### config.mk
export PLATFORM = sky130hd
export DESIGN_NAME = partition_window_sector_cache_unit
export DESIGN_NICKNAME = d
export VERILOG_FILES = /design/src/rtl/core/pwsc_pkg.sv /design/src/rtl/core/pwsc_front.sv /design/src/rtl/core/pwsc_queue.sv /design/src/rtl/core/pwsc_back.sv /design/src/rtl/core/partition_window_sector_cache_unit.sv
export SDC_FILE = /design/constraint.sdc
export NUM_CORES = 2
export LEC_CHECK = 0
export BUFFER_PORTS_ARGS = -buffer_cell sky130_fd_sc_hd__buf_4
export CORE_UTILIZATION = 40
export CTS_CLUSTER_SIZE = 24
export DETAILED_ROUTE_END_ITERATION = 8
export GPL_ROUTABILITY_DRIVEN = 0
export GPL_TIMING_DRIVEN = 1
export HOLD_SLACK_MARGIN = 0.02
export PLACE_DENSITY_LB_ADDON = 0.15
export SYNTH_ARGS = -nofsm -noshare
export SYNTH_HDL_FRONTEND = slang
export SYNTH_SLANG_ARGS = --single-unit
### constraint.sdc
create_clock -name aclk -period 8.7 [get_ports aclk]
set_clock_uncertainty 0.2 [all_clocks]
set_input_delay 0.435 -clock aclk [delete_from_list [all_inputs] [get_ports aclk]]
set_output_delay 0.435 -clock aclk [all_outputs]
set_load 0.01 [all_outputs]
### src/rtl/core/pwsc_pkg.sv
`timescale 1ns / 1ps

package pwsc_pkg;

    // tag store geometry
    localparam int SLOT_COUNT = 64;
    localparam int SLOT_BITS  = $clog2(SLOT_COUNT);

    // request size limit, in bytes
    localparam int MAX_REQUEST_BYTES = 4096;

    // fixed field widths
    localparam int SECTOR_W  = 32;
    localparam int BOFF_W    = 16;
    localparam int COUNT_W   = 13;
    localparam int OFFSET_W  = 9;
    localparam int LENGTH_W  = 10;
    localparam int CSLOT_W   = 6;
    localparam int SECTOR_BYTES = 512;

    // queue between front and back
    localparam int QUEUE_DEPTH = 4;
    localparam int QUEUE_PTR_W = $clog2(QUEUE_DEPTH);

    // operation codes of the input item
    localparam logic [1:0] OP_READ  = 2'd0;
    localparam logic [1:0] OP_FILL  = 2'd1;
    localparam logic [1:0] OP_FLUSH = 2'd2;

    // source codes of a result item
    localparam logic [1:0] SRC_HIT    = 2'd0;
    localparam logic [1:0] SRC_MISS   = 2'd1;
    localparam logic [1:0] SRC_DIRECT = 2'd2;

    // register indexes on the config port
    localparam logic [1:0] REG_WINDOW_START  = 2'd0;
    localparam logic [1:0] REG_WINDOW_LENGTH = 2'd1;
    localparam logic [1:0] REG_DEVICE_MEMORY = 2'd2;

    typedef enum logic [1:0] {
        KIND_READ,
        KIND_REJECT,
        KIND_FILL,
        KIND_FLUSH
    } cmd_kind_t;

    // one classified command
    typedef struct packed {
        cmd_kind_t             kind;
        logic [SECTOR_W-1:0]   sector;
        logic [OFFSET_W-1:0]   offset;
        logic [COUNT_W-1:0]    count;
    } cmd_t;

    // queue head as seen by the back end
    typedef struct packed {
        logic valid;
        cmd_t cmd;
    } queue_head_t;

    typedef enum logic [1:0] {
        BK_IDLE,
        BK_READ,
        BK_EMIT
    } back_state_t;

endpackage

### src/rtl/core/pwsc_front.sv
`timescale 1ns / 1ps

module pwsc_front import pwsc_pkg::*; (
    input  logic                  aclk,
    input  logic                  aresetn,
    input  logic                  s_valid,
    output logic                  s_ready,
    input  logic [1:0]            s_operation,
    input  logic [SECTOR_W-1:0]   s_sector_number,
    input  logic [BOFF_W-1:0]     s_byte_offset,
    input  logic [COUNT_W-1:0]    s_byte_count,
    input  logic [SECTOR_W-1:0]   window_start,
    input  logic [SECTOR_W-1:0]   window_length,
    input  logic                  queue_full,
    output logic                  push,
    output cmd_t                  push_cmd
);

    logic [COUNT_W-1:0]   count_sat;
    logic [COUNT_W-1:0]   count_round;
    logic [3:0]           sector_span;
    logic [SECTOR_W:0]    rel;
    logic [SECTOR_W+1:0]  need;
    logic                 reject;
    logic [SECTOR_W-1:0]  abs_sector;
    logic                 accept;

    assign s_ready = !queue_full;
    assign accept  = s_valid && s_ready;

    always_comb begin
        if (32'(s_byte_count) > 32'(MAX_REQUEST_BYTES)) begin
            count_sat = COUNT_W'(MAX_REQUEST_BYTES);
        end else begin
            count_sat = s_byte_count;
        end
        // sectors touched by the count, offset in sector not counted
        // saturated count plus 511 stays below 2^13
        count_round = count_sat + COUNT_W'(SECTOR_BYTES - 1);
        sector_span = count_round[COUNT_W-1:9];
        rel         = {1'b0, s_sector_number} + (SECTOR_W+1)'(s_byte_offset[BOFF_W-1:9]);
        need        = {1'b0, rel} + (SECTOR_W+2)'(sector_span);
        reject      = need > {2'b00, window_length};
        abs_sector  = window_start + s_sector_number
                    + SECTOR_W'(s_byte_offset[BOFF_W-1:9]);
    end

    always_comb begin
        push_cmd.offset = s_byte_offset[OFFSET_W-1:0];
        push_cmd.count  = count_sat;
        push_cmd.sector = abs_sector;
        push_cmd.kind   = KIND_READ;
        push            = 1'b0;
        unique case (s_operation)
            OP_READ: begin
                push_cmd.kind = reject ? KIND_REJECT : KIND_READ;
                // a passing zero-length read leaves nothing to do
                push          = accept && (reject || (count_sat != '0));
            end
            OP_FILL: begin
                push_cmd.kind   = KIND_FILL;
                push_cmd.sector = s_sector_number;
                push            = accept;
            end
            OP_FLUSH: begin
                push_cmd.kind = KIND_FLUSH;
                push          = accept;
            end
            default: begin
                push = 1'b0;
            end
        endcase
    end

    a_no_push_when_full: assert property (@(posedge aclk) disable iff (!aresetn)
        push |-> !queue_full)
        else $error("front pushed into a full queue");

endmodule

### src/rtl/core/pwsc_queue.sv
`timescale 1ns / 1ps

module pwsc_queue import pwsc_pkg::*; (
    input  logic        aclk,
    input  logic        aresetn,
    input  logic        push,
    input  cmd_t        push_cmd,
    input  logic        pop,
    output logic        full,
    output queue_head_t head
);

    cmd_t                   entry_reg [QUEUE_DEPTH];
    logic [QUEUE_PTR_W-1:0] wr_ptr_reg, wr_ptr_next;
    logic [QUEUE_PTR_W-1:0] rd_ptr_reg, rd_ptr_next;
    logic [QUEUE_PTR_W:0]   fill_reg, fill_next;
    logic                   do_pop;

    assign full       = fill_reg == (QUEUE_PTR_W+1)'(QUEUE_DEPTH);
    assign head.valid = fill_reg != '0;
    assign head.cmd   = entry_reg[rd_ptr_reg];
    assign do_pop     = pop && head.valid;

    always_comb begin
        wr_ptr_next = push   ? wr_ptr_reg + QUEUE_PTR_W'(1) : wr_ptr_reg;
        rd_ptr_next = do_pop ? rd_ptr_reg + QUEUE_PTR_W'(1) : rd_ptr_reg;
        fill_next   = fill_reg + (QUEUE_PTR_W+1)'(push) - (QUEUE_PTR_W+1)'(do_pop);
    end

    always_ff @(posedge aclk) begin
        if (!aresetn) begin
            wr_ptr_reg <= '0;
            rd_ptr_reg <= '0;
            fill_reg   <= '0;
        end else begin
            wr_ptr_reg <= wr_ptr_next;
            rd_ptr_reg <= rd_ptr_next;
            fill_reg   <= fill_next;
        end
    end

    always_ff @(posedge aclk) begin
        if (push) begin
            entry_reg[wr_ptr_reg] <= push_cmd;
        end
    end

endmodule

### src/rtl/core/pwsc_back.sv
`timescale 1ns / 1ps

module pwsc_back import pwsc_pkg::*; (
    input  logic                  aclk,
    input  logic                  aresetn,
    input  queue_head_t           head,
    output logic                  pop,
    input  logic                  device_is_memory,
    output logic                  m_valid,
    input  logic                  m_ready,
    output logic                  m_status,
    output logic [1:0]            m_source,
    output logic [SECTOR_W-1:0]   m_absolute_sector,
    output logic [CSLOT_W-1:0]    m_cache_slot,
    output logic [OFFSET_W-1:0]   m_offset_in_sector,
    output logic [LENGTH_W-1:0]   m_piece_length,
    output logic                  m_last_piece
);

    back_state_t state_reg, state_next;

    // piece walker
    logic [SECTOR_W-1:0]  cur_sector_reg;
    logic [OFFSET_W-1:0]  cur_offset_reg;
    logic [COUNT_W-1:0]   cur_count_reg;
    logic                 cur_reject_reg;

    // tag store
    logic [SECTOR_W-1:0]  tag_mem [SLOT_COUNT];
    logic [SECTOR_W-1:0]  tag_rd_reg;
    logic [SLOT_COUNT-1:0] valid_reg;

    // output register
    logic                 m_valid_reg;
    logic                 m_status_reg;
    logic [1:0]           m_source_reg;
    logic [SECTOR_W-1:0]  m_absolute_sector_reg;
    logic [CSLOT_W-1:0]   m_cache_slot_reg;
    logic [OFFSET_W-1:0]  m_offset_in_sector_reg;
    logic [LENGTH_W-1:0]  m_piece_length_reg;
    logic                 m_last_piece_reg;

    logic                 out_free;
    logic                 load_cur;
    logic                 tag_we;
    logic                 flush_en;
    logic                 emit;
    logic [SLOT_BITS-1:0] cur_slot;
    logic [SLOT_BITS-1:0] head_slot;
    logic [SECTOR_W-1:0]  cur_slot_wide;
    logic [LENGTH_W-1:0]  room;
    logic [LENGTH_W-1:0]  piece_len;
    logic                 piece_last;
    logic                 hit;
    logic [1:0]           piece_src;

    assign out_free      = !m_valid_reg || m_ready;
    assign cur_slot      = cur_sector_reg[SLOT_BITS-1:0];
    assign head_slot     = head.cmd.sector[SLOT_BITS-1:0];
    assign cur_slot_wide = SECTOR_W'(cur_slot);

    always_comb begin
        room = LENGTH_W'(SECTOR_BYTES) - LENGTH_W'(cur_offset_reg);
        if (cur_count_reg > COUNT_W'(room)) begin
            piece_len  = room;
            piece_last = 1'b0;
        end else begin
            piece_len  = LENGTH_W'(cur_count_reg);
            piece_last = 1'b1;
        end
        hit = valid_reg[cur_slot] && (tag_rd_reg == cur_sector_reg);
        if (device_is_memory) begin
            piece_src = SRC_DIRECT;
        end else if (hit) begin
            piece_src = SRC_HIT;
        end else begin
            piece_src = SRC_MISS;
        end
    end

    always_comb begin
        state_next = state_reg;
        pop        = 1'b0;
        load_cur   = 1'b0;
        tag_we     = 1'b0;
        flush_en   = 1'b0;
        emit       = 1'b0;
        unique case (state_reg)
            BK_IDLE: begin
                if (head.valid) begin
                    pop = 1'b1;
                    unique case (head.cmd.kind)
                        KIND_FILL: begin
                            tag_we = 1'b1;
                        end
                        KIND_FLUSH: begin
                            flush_en = 1'b1;
                        end
                        KIND_REJECT: begin
                            load_cur   = 1'b1;
                            state_next = BK_EMIT;
                        end
                        KIND_READ: begin
                            load_cur   = 1'b1;
                            state_next = BK_READ;
                        end
                        default: begin
                            pop = 1'b1;
                        end
                    endcase
                end
            end
            BK_READ: begin
                // tag read issued this cycle, compared next
                state_next = BK_EMIT;
            end
            BK_EMIT: begin
                if (out_free) begin
                    emit = 1'b1;
                    if (cur_reject_reg || piece_last) begin
                        state_next = BK_IDLE;
                    end else begin
                        state_next = BK_READ;
                    end
                end
            end
            default: begin
                state_next = BK_IDLE;
            end
        endcase
    end

    always_ff @(posedge aclk) begin
        if (!aresetn) begin
            state_reg   <= BK_IDLE;
            valid_reg   <= '0;
            m_valid_reg <= 1'b0;
        end else begin
            state_reg <= state_next;
            if (flush_en) begin
                valid_reg <= '0;
            end else if (tag_we) begin
                valid_reg[head_slot] <= 1'b1;
            end else if (emit && !cur_reject_reg && piece_src == SRC_MISS) begin
                valid_reg[cur_slot] <= 1'b0;
            end
            if (emit) begin
                m_valid_reg <= 1'b1;
            end else if (m_ready) begin
                m_valid_reg <= 1'b0;
            end
        end
    end

    always_ff @(posedge aclk) begin
        if (tag_we) begin
            tag_mem[head_slot] <= head.cmd.sector;
        end
        tag_rd_reg <= tag_mem[cur_slot];
    end

    always_ff @(posedge aclk) begin
        if (load_cur) begin
            cur_sector_reg <= head.cmd.sector;
            cur_offset_reg <= head.cmd.offset;
            cur_count_reg  <= head.cmd.count;
            cur_reject_reg <= head.cmd.kind == KIND_REJECT;
        end else if (emit) begin
            cur_sector_reg <= cur_sector_reg + SECTOR_W'(1);
            cur_offset_reg <= '0;
            cur_count_reg  <= cur_count_reg - COUNT_W'(piece_len);
        end
        if (emit) begin
            if (cur_reject_reg) begin
                m_status_reg           <= 1'b1;
                m_source_reg           <= SRC_HIT;
                m_absolute_sector_reg  <= '0;
                m_cache_slot_reg       <= '0;
                m_offset_in_sector_reg <= '0;
                m_piece_length_reg     <= '0;
                m_last_piece_reg       <= 1'b1;
            end else begin
                m_status_reg           <= 1'b0;
                m_source_reg           <= piece_src;
                m_absolute_sector_reg  <= cur_sector_reg;
                m_cache_slot_reg       <= cur_slot_wide[CSLOT_W-1:0];
                m_offset_in_sector_reg <= cur_offset_reg;
                m_piece_length_reg     <= piece_len;
                m_last_piece_reg       <= piece_last;
            end
        end
    end

    assign m_valid            = m_valid_reg;
    assign m_status           = m_status_reg;
    assign m_source           = m_source_reg;
    assign m_absolute_sector  = m_absolute_sector_reg;
    assign m_cache_slot       = m_cache_slot_reg;
    assign m_offset_in_sector = m_offset_in_sector_reg;
    assign m_piece_length     = m_piece_length_reg;
    assign m_last_piece       = m_last_piece_reg;

    a_reject_shape: assert property (@(posedge aclk) disable iff (!aresetn)
        (m_valid_reg && m_status_reg) |-> (m_last_piece_reg && m_piece_length_reg == '0))
        else $error("rejected result not closed or carries a length");

    a_piece_fits: assert property (@(posedge aclk) disable iff (!aresetn)
        (m_valid_reg && !m_status_reg) |->
        (m_piece_length_reg != '0 &&
         (LENGTH_W+1)'(m_piece_length_reg) + (LENGTH_W+1)'(m_offset_in_sector_reg)
             <= (LENGTH_W+1)'(SECTOR_BYTES)))
        else $error("piece runs past its sector");

    a_flush_clears: assert property (@(posedge aclk) disable iff (!aresetn)
        $past(flush_en) |-> (valid_reg == '0))
        else $error("flush left a valid slot");

endmodule

### src/rtl/core/partition_window_sector_cache_unit.sv
`timescale 1ns / 1ps
// sequence: a read item is popped in BK_IDLE, its tag is read in BK_READ and compared in
// BK_EMIT, which loads the output register once it is free; each further piece passes
// BK_READ (registered tag read) and BK_EMIT again; a reject goes straight to BK_EMIT
// fill and flush are done in BK_IDLE; new items wait in the queue while a read is split
// reset: synchronous, active low; config registers go to 0, all slot valid bits clear at
// once, queue and output register empty; no clearing pass is needed

module partition_window_sector_cache_unit import pwsc_pkg::*; (
    input  logic                  aclk,
    input  logic                  aresetn,
    // config port
    input  logic                  psel,
    input  logic                  penable,
    input  logic                  pwrite,
    input  logic [3:0]            paddr,
    input  logic [31:0]           pwdata,
    output logic [31:0]           prdata,
    output logic                  pready,
    // request channel
    input  logic                  s_valid,
    output logic                  s_ready,
    input  logic [1:0]            s_operation,
    input  logic [SECTOR_W-1:0]   s_sector_number,
    input  logic [BOFF_W-1:0]     s_byte_offset,
    input  logic [COUNT_W-1:0]    s_byte_count,
    // piece channel
    output logic                  m_valid,
    input  logic                  m_ready,
    output logic                  m_status,
    output logic [1:0]            m_source,
    output logic [SECTOR_W-1:0]   m_absolute_sector,
    output logic [CSLOT_W-1:0]    m_cache_slot,
    output logic [OFFSET_W-1:0]   m_offset_in_sector,
    output logic [LENGTH_W-1:0]   m_piece_length,
    output logic                  m_last_piece
);

    // config registers
    logic [SECTOR_W-1:0] window_start_reg;
    logic [SECTOR_W-1:0] window_length_reg;
    logic                device_is_memory_reg;
    logic                cfg_write;
    logic [1:0]          cfg_index;

    // front to queue to back
    logic        queue_full;
    logic        push;
    cmd_t        push_cmd;
    logic        pop;
    queue_head_t head;

    assign pready    = 1'b1;
    assign cfg_index = paddr[3:2];
    assign cfg_write = psel && penable && pwrite && pready;

    always_ff @(posedge aclk) begin
        if (!aresetn) begin
            window_start_reg     <= '0;
            window_length_reg    <= '0;
            device_is_memory_reg <= 1'b0;
        end else if (cfg_write) begin
            unique case (cfg_index)
                REG_WINDOW_START:  window_start_reg     <= pwdata;
                REG_WINDOW_LENGTH: window_length_reg    <= pwdata;
                REG_DEVICE_MEMORY: device_is_memory_reg <= pwdata[0];
                default: begin
                    // unmapped address, write dropped
                end
            endcase
        end
    end

    always_comb begin
        unique case (cfg_index)
            REG_WINDOW_START:  prdata = window_start_reg;
            REG_WINDOW_LENGTH: prdata = window_length_reg;
            REG_DEVICE_MEMORY: prdata = {31'd0, device_is_memory_reg};
            default:           prdata = '0;
        endcase
    end

    // classify: fold offset, window check, absolute sector
    pwsc_front u_front (
        .aclk            (aclk),
        .aresetn         (aresetn),
        .s_valid         (s_valid),
        .s_ready         (s_ready),
        .s_operation     (s_operation),
        .s_sector_number (s_sector_number),
        .s_byte_offset   (s_byte_offset),
        .s_byte_count    (s_byte_count),
        .window_start    (window_start_reg),
        .window_length   (window_length_reg),
        .queue_full      (queue_full),
        .push            (push),
        .push_cmd        (push_cmd)
    );

    // keeps fill, flush and read order while the back end is busy
    pwsc_queue u_queue (
        .aclk     (aclk),
        .aresetn  (aresetn),
        .push     (push),
        .push_cmd (push_cmd),
        .pop      (pop),
        .full     (queue_full),
        .head     (head)
    );

    // split into pieces, tag lookup, output register
    pwsc_back u_back (
        .aclk               (aclk),
        .aresetn            (aresetn),
        .head               (head),
        .pop                (pop),
        .device_is_memory   (device_is_memory_reg),
        .m_valid            (m_valid),
        .m_ready            (m_ready),
        .m_status           (m_status),
        .m_source           (m_source),
        .m_absolute_sector  (m_absolute_sector),
        .m_cache_slot       (m_cache_slot),
        .m_offset_in_sector (m_offset_in_sector),
        .m_piece_length     (m_piece_length),
        .m_last_piece       (m_last_piece)
    );

endmodule

# [After elaboration in Yosys (flattened, before gate mapping)]
# Memory sizes are Yosys's and may differ from the RTL's. A register that Yosys moved wholly into a read port is not among the register bits.
# Index checks and enable logic that the tools add are counted.
# Widths: inputs -> output; s select.
[word_totals] register_bits=255 mem_bits_rw=2272 elab_cells=143 memories=2
[classes] addsub=12 magnitude_cmp=7 eq_ne=15 mux=51 bitwise_logic=4 n_reduce_logical=32
[memory_table] memory="u_back.tag_mem" words=64 width=32 rd=1 rd_ports_with_merged_regs=1 wr=1 line="pwsc_back.sv:29" source="logic [SECTOR_W-1:0] tag_mem [SLOT_COUNT];"
[memory_table] memory="u_queue.entry_reg" words=4 width=56 rd=1 rd_ports_with_merged_regs=1 wr=1 line="pwsc_queue.sv:13" source="cmd_t entry_reg [QUEUE_DEPTH];"
[ops] operator="$mux 64" n=2
[ops] operator="$mux 32" n=3
[ops] operator="$pmux 32 s3" n=1
[ops] operator="$and 64x64->64" n=1
[ops] operator="$not 64->64" n=1
[ops] operator="$or 64x64->64" n=1
[ops] operator="$mux 13" n=3
[ops] operator="$add 33x4->34" n=1
[ops] operator="$gt 34x32->1" n=1
[ops] operator="$add 32x7->33" n=1
[ops] operator="$add 32x1->32 const B" n=1
[ops] operator="$add 32x32->32" n=1
[ops] operator="$add 32x7->32" n=1
[ops] operator="$eq 32x32->1" n=1
[ops] operator="$mux 1" n=27
[ops] operator="$mux 9" n=2
[ops] operator="$lt 6x7->1 const B" n=2
[ops] operator="$add 13x9->13 const B" n=1
[ops] operator="$gt 13x10->1" n=1
[ops] operator="$gt 13x13->1 const B" n=1
[ops] operator="$reduce_bool 13->1" n=1
[ops] operator="$sub 13x10->13" n=1
[ops] operator="$demux 1 s6" n=2
[ops] operator="$ge 6x1->1 const B" n=2
[ops] operator="26 further kinds" n=62

# [Longest topological paths before layout]
[logic_depth] ltp_word=10 ltp_mapped=31 mapped_depth_nobuf=31

# [Modules after synthesis]
# From an unflattened synthesis, not the netlist that was laid out.
[unflattened] hier_cells=6082 hier_area_um2=99559.2
[modules_own_cells] mod="pwsc_back" n_inst=1 cells_each=4798 area_per_inst_um2=83482.6 seq_area_each_um2=66784.1
[modules_own_cells] mod="pwsc_queue" n_inst=1 cells_each=337 area_per_inst_um2=8590.7 seq_area_each_um2=6906.6
[modules_own_cells] mod="pwsc_front" n_inst=1 cells_each=623 area_per_inst_um2=4533.1 seq_area_each_um2=0.0
[modules_own_cells] mod="partition_window_sector_cache_unit" n_inst=1 cells_each=324 area_per_inst_um2=2952.8 seq_area_each_um2=1301.2

# [Worst setup path before layout]
# No wires, ideal clock.
[synth_path] path_type="input-to-reg" from="in s_byte_count[3]" to="mem u_queue.entry_reg[0][0] in the netlist's numbering (enable)" setup_time_ns=0.420 arrival_time_ns=6.262 slack_ns=1.818 path_stages=25 n_path_buf=0 cell_sequence="nor4_1 > nand3_1 > nand2_1 > xor2_1 > nor2_1 > fa_1 > ha_1 > fa_1 > a21o_1 > a21oi_1 > o21bai_1 > a21o_1 > a21oi_1 > nor3_1 > nand2_1 > nor2_1 > xor2_1 > ha_1 > nand4_1 > nor4_1 > a221oi_1 > o21ai_0 > a22oi_1 > a31oi_2 > and2_1"
[synth_via] elab_chain_len=10 elab_cells_between_ends=11 classes_between="add/sub (2); order compare (2); mux (4); reduce/logical (3)"
[synth_lines] element="from (decl)" line="partition_window_sector_cache_unit.sv:26" source="input logic [COUNT_W-1:0] s_byte_count,"
[synth_lines] element="$gt 13x13->1" line="pwsc_front.sv:32" source="if (32'(s_byte_count) > 32'(MAX_REQUEST_BYTES)) begin"
[synth_lines] element="$mux 13 (*)" line="pwsc_front.sv:32"
[synth_lines] element="$add 13x9->13" line="pwsc_front.sv:39" source="count_round = count_sat + COUNT_W'(SECTOR_BYTES - 1);"
[synth_lines] element="$add 33x4->34" line="pwsc_front.sv:42" source="need = {1'b0, rel} + (SECTOR_W+2)'(sector_span);"
[synth_lines] element="$gt 34x32->1" line="pwsc_front.sv:43" source="reject = need > {2'b00, window_length};"
[synth_lines] element="$logic_or 1x1->1 (*)" line="pwsc_front.sv:58" source="push = accept && (reject || (count_sat != '0));"
[synth_lines] element="$logic_and 1x1->1 (*)" line="pwsc_front.sv:58"
[synth_lines] element="$pmux 1 s2 (*)" line="pwsc_front.sv:54" source="unique case (s_operation)"
[synth_lines] element="via push" line="partition_window_sector_cache_unit.sv:48" source="logic push;"
[synth_lines] element="$mux 1 (*)" line="pwsc_queue.sv:43" source="if (push) begin"
[synth_lines] element="$mux 1 (not written as such) (*)" line="pwsc_queue.sv:44" source="entry_reg[wr_ptr_reg] <= push_cmd;"
[synth_lines] element="to (decl)" line="pwsc_queue.sv:13"
# The timed path passes the listed nets; every way through them passes the cells marked *.

# [Worst setup path after layout]
[layout_path] from="in s_byte_count[3]" to="mem u_queue.entry_reg[3][39] in the netlist's numbering (enable)"
# The elaborated chain is that of the path after synthesis.

==> reports/metrics.yaml <==
route:
  drc: 0
  routedLengthMet1_um: 135900
  maxUsedRoutingLayer: "met5"
  met3_wirelength_um: 26490
  vias: 59506
  ant_nets: 0
  wl_met2_um: 149900
  dr.pass1.iters: 6
  drt-vias-per-instance: 6.050
  drt_wl_total_um: 320700
  drtIter0Drc: 7645
  wl_per_cell_um: 32.61
synth:
  synth_compound_area_share_pct: 12.68
  seq_area_frac_synth_pct: 76.01
  synth_top_family_by_area: "compound AO/OA/AOI/OAI gates"
  synth_xor_area_share_pct: 1.216
  avgSynthCellArea_sq_um: 16.44
  synth_cell_types: 79
  synth_fa_ha_area_share_pct: 1.915
  yosys_warnings: 0
  ys.flop_type: "edfxtp_1"
  netlist_area_sq_um: 98660
  synth.area.mux_share_pct: 2.089
  ys_ff_latch: 2555
  syn_nets: 6248
  synth_enable_flop_cells: 2382
  synth-simple-area-share_pct: 4.143
  synthArstFlopShare_pct: 0
  synthCells: 6000
grt:
  grt_pass1_wl_um: 447700
  grt_max_degree: 99
  grt_antenna_before_repair: 15
  track_usage_pct: 25.31
  grt_pass1_vias: 57943
  gr-total-overflow: 0
floorplan:
  io_pins: 202
  die_h_um: 498.6
  coreArea_sq_um: 244100
  num_rows: 181
  dieArea_sq_um: 248600
  die_x_um: 498.6
  initial_core_util_pct: 40.41
timing:
  drv_slew: 0
  worst_slack_ps: 836.5
  clock.fmax_mhz: 127.2
  fin_crit_sh_pct: 90.39
  hold_viol: 0
  worst_pin_slew_ps: 1441
  layout_min_cycle_time_ps: 7864
  setup_violations: 0
  slew_headroom_pct: 3.678
  finalSetupTns_ps: 0
  rsz0062_at_grt: "no"
setup_path:
  reg2reg_to: "u_back.cur_count_reg[11]$_DFFE_PP_"
  crit_fanout: 29
  critical_path.endpoint_type: "register"
  crit_path_max_incr_delay_ps: 750
  reg2reg_depth: 22
  required_ps: 9060
  worstReg2RegStart: "u_back.cur_offset_reg[5]$_SDFFCE_PN0P_"
  crit_family: "simple AND/OR/NAND/NOR gates"
  critical_path_arrival_ps: 8220
  worstPathCellList: "dlygate4sd3_1 > buf_4 > nor4_1 > nand3_1 > and3_1 > mux2_2 > fa_1 > ha_1 > a21oi_1 > nor2b_1 > a311oi_1 > o2bb2ai_1 > nor3_1 > and2_0 > xnor2_1 > ha_1 > nand4_1 > nor4_1 > a221oi_1 > o21ai_0 > a22oi_1 > a31oi_2 > and2_2 > buf_12"
  start_kind: "input pin"
  crit_type: "in -> reg"
  r2r_slack_ps: 2560
  path_buf_inv: 3
  slowest_stage: "nor3_1"
cells_and_area:
  nNetsFinal: 6679
  fin_area_sq_um: 114800
  area_delta_synth_final_pct: 16.32
  final_layout_size_suffix_gt1_share_pct: 14.59
  largest_reg_flops: 2048
  final_cell_mix: "edfxtp_1 (2382), a22oi_1 (712), buf_4 (389)"
  fillCellCount: 20833
  final_common_cell: "edfxtp_1"
  finalNonFillerCells: 9835
placement:
  dpl.hpwl_um: 178000
  dp.cells: 9236
  placed_cell_area_sq_um: 105100
  place_ws_ps: 526.3
  port_buffers: 198
clock_network:
  ctsResizeCount: 0
  cts_buffer_depth: 4
  cts.sinks: 2555
  cts_tree: "built"
  root_buffer: "clkbuf_16"
  clk_latency_ps: 920
  postCtsSetupBuffers: 0
  clkTransAtPathRegs_ps: 60
  cts-buffers-inserted: 284
  htreeDepth: 5
  hold_buffers: 111
worst_hold_path:
  holdPathStages: 3
  hold_class: "in -> reg"
  hp-start: "s_sector_number[20]"
  hold_end: "u_queue.entry_reg[2][42]$_DFFE_PP_"
power:
  p_leak_nw: 36.19
  p_per_area_nw_per_um2: 336.1
  vdd_ir_drop_max_mv: 0.2047
status:
  outcome: "complete, no violations"
job:
  maxCapViolations: 0
-- worst min-delay path: stages --
cell,delay (ps)
buf_4,120
nand2_1,60
o21ai_0,370
-- Yosys cell counts, types with 13 or more instances --
master    number  area (sq um)
ha_1         127          1589
nand4_1       73         456.7
edfxtp_1    2382         71530
nor4_1        48         300.3
a21o_1        31         232.7
buf_2         86         430.4
dfxtp_1      173          3463
a221oi_1     166          1454
nand2b_1      34         212.7
buf_1         83         311.6
inv_1         93         349.1
xor2_1        82         718.2
o21ai_0      154         770.7
clkbuf_1     192         720.7
nor3_1        21         105.1
and3_1        19         118.9
mux4_2        60          1351
a31oi_1      182          1139
a22oi_1      712          5345
mux2i_1       63         630.6
nand3_1       59         295.3
xnor2_1       55         481.7
fa_1          15         300.3
a41oi_1       59         516.8
nand2_1      272          1021
a22o_1       160          1401
and2_1        23         143.9
nor2b_1       63         394.1
nor2_1       177         664.4
buf_4         13         97.59
a21oi_1      183         915.9
-- per-stage QoR --
stage               power [mW]  hold WS [ps]  utilization, %
global route             39.78         81.15           47.00
detailed placement       27.37         263.9           43.05
global placement         27.27         258.6           43.05
finish                   38.57         107.8           47.01
CTS                      38.67         41.56           47.00
floorplan                21.70         245.9               -
-- report_power, final --
part	internal [mW]	switching (mW)
Clock	6.56	4.75
Sequential	15.5	0.444
Combinational	2.96	8.36
Total	25.0	13.6
-- layout make-up --
cell class                 instances  area [sq um]  share of cell area (%)
antenna                            4         10.01                0.008722
clock buffer                     363          7560                   6.587
clock inverter                   121         987.2                  0.8602
inverter                          95         356.6                  0.3107
multi-input combinational       2976         22430                   19.55
sequential                      2555         75000                   65.35
tap                             3202          4006                   3.491
timing repair buffer             519          4412                   3.844
-- how the worst max path moves through the flow --
| stage | start | to | slack [ps] | cells after the start |
|---|---|---|---|---|
| after CTS | s_byte_count[4] | u_queue.entry_reg[3][39]$_DFFE_PP_ | 980 | 24 |
| after global routing | s_byte_count[3] | u_queue.entry_reg[3][39]$_DFFE_PP_ | 440 | 28 |
| after global placement | s_byte_count[3] | u_queue.entry_reg[3][38]$_DFFE_PP_ | 630 | 23 |
| after detailed placement | s_byte_count[3] | u_queue.entry_reg[3][38]$_DFFE_PP_ | 530 | 23 |
| final | s_byte_count[3] | u_queue.entry_reg[3][39]$_DFFE_PP_ | 840 | 24 |
| after floorplan | s_byte_count[3] | u_queue.entry_reg[0][0]$_DFFE_PP_ | 1820 | 25 |
-- kinds of logic after synthesis --
kind of cell / after synthesis
mux: 130
flops: 2555
xor+xnor: 137
buf+inv: 469
fa+ha+maj: 142
other cells: 1
compound gates: 1731
simple gates: 835
-- routing by layer --
| layer | track usage, % | vias to the layer above |
|---|---|---|
| li1 | - | 25270 |
| met1 | 35.73 | 31165 |
| met2 | 40.13 | 2644 |
| met3 | 4.553 | 421 |
| met4 | 6.994 | 6 |
| met5 | 0 | - |
Note: power is estimated with default switching activity, not from simulation.
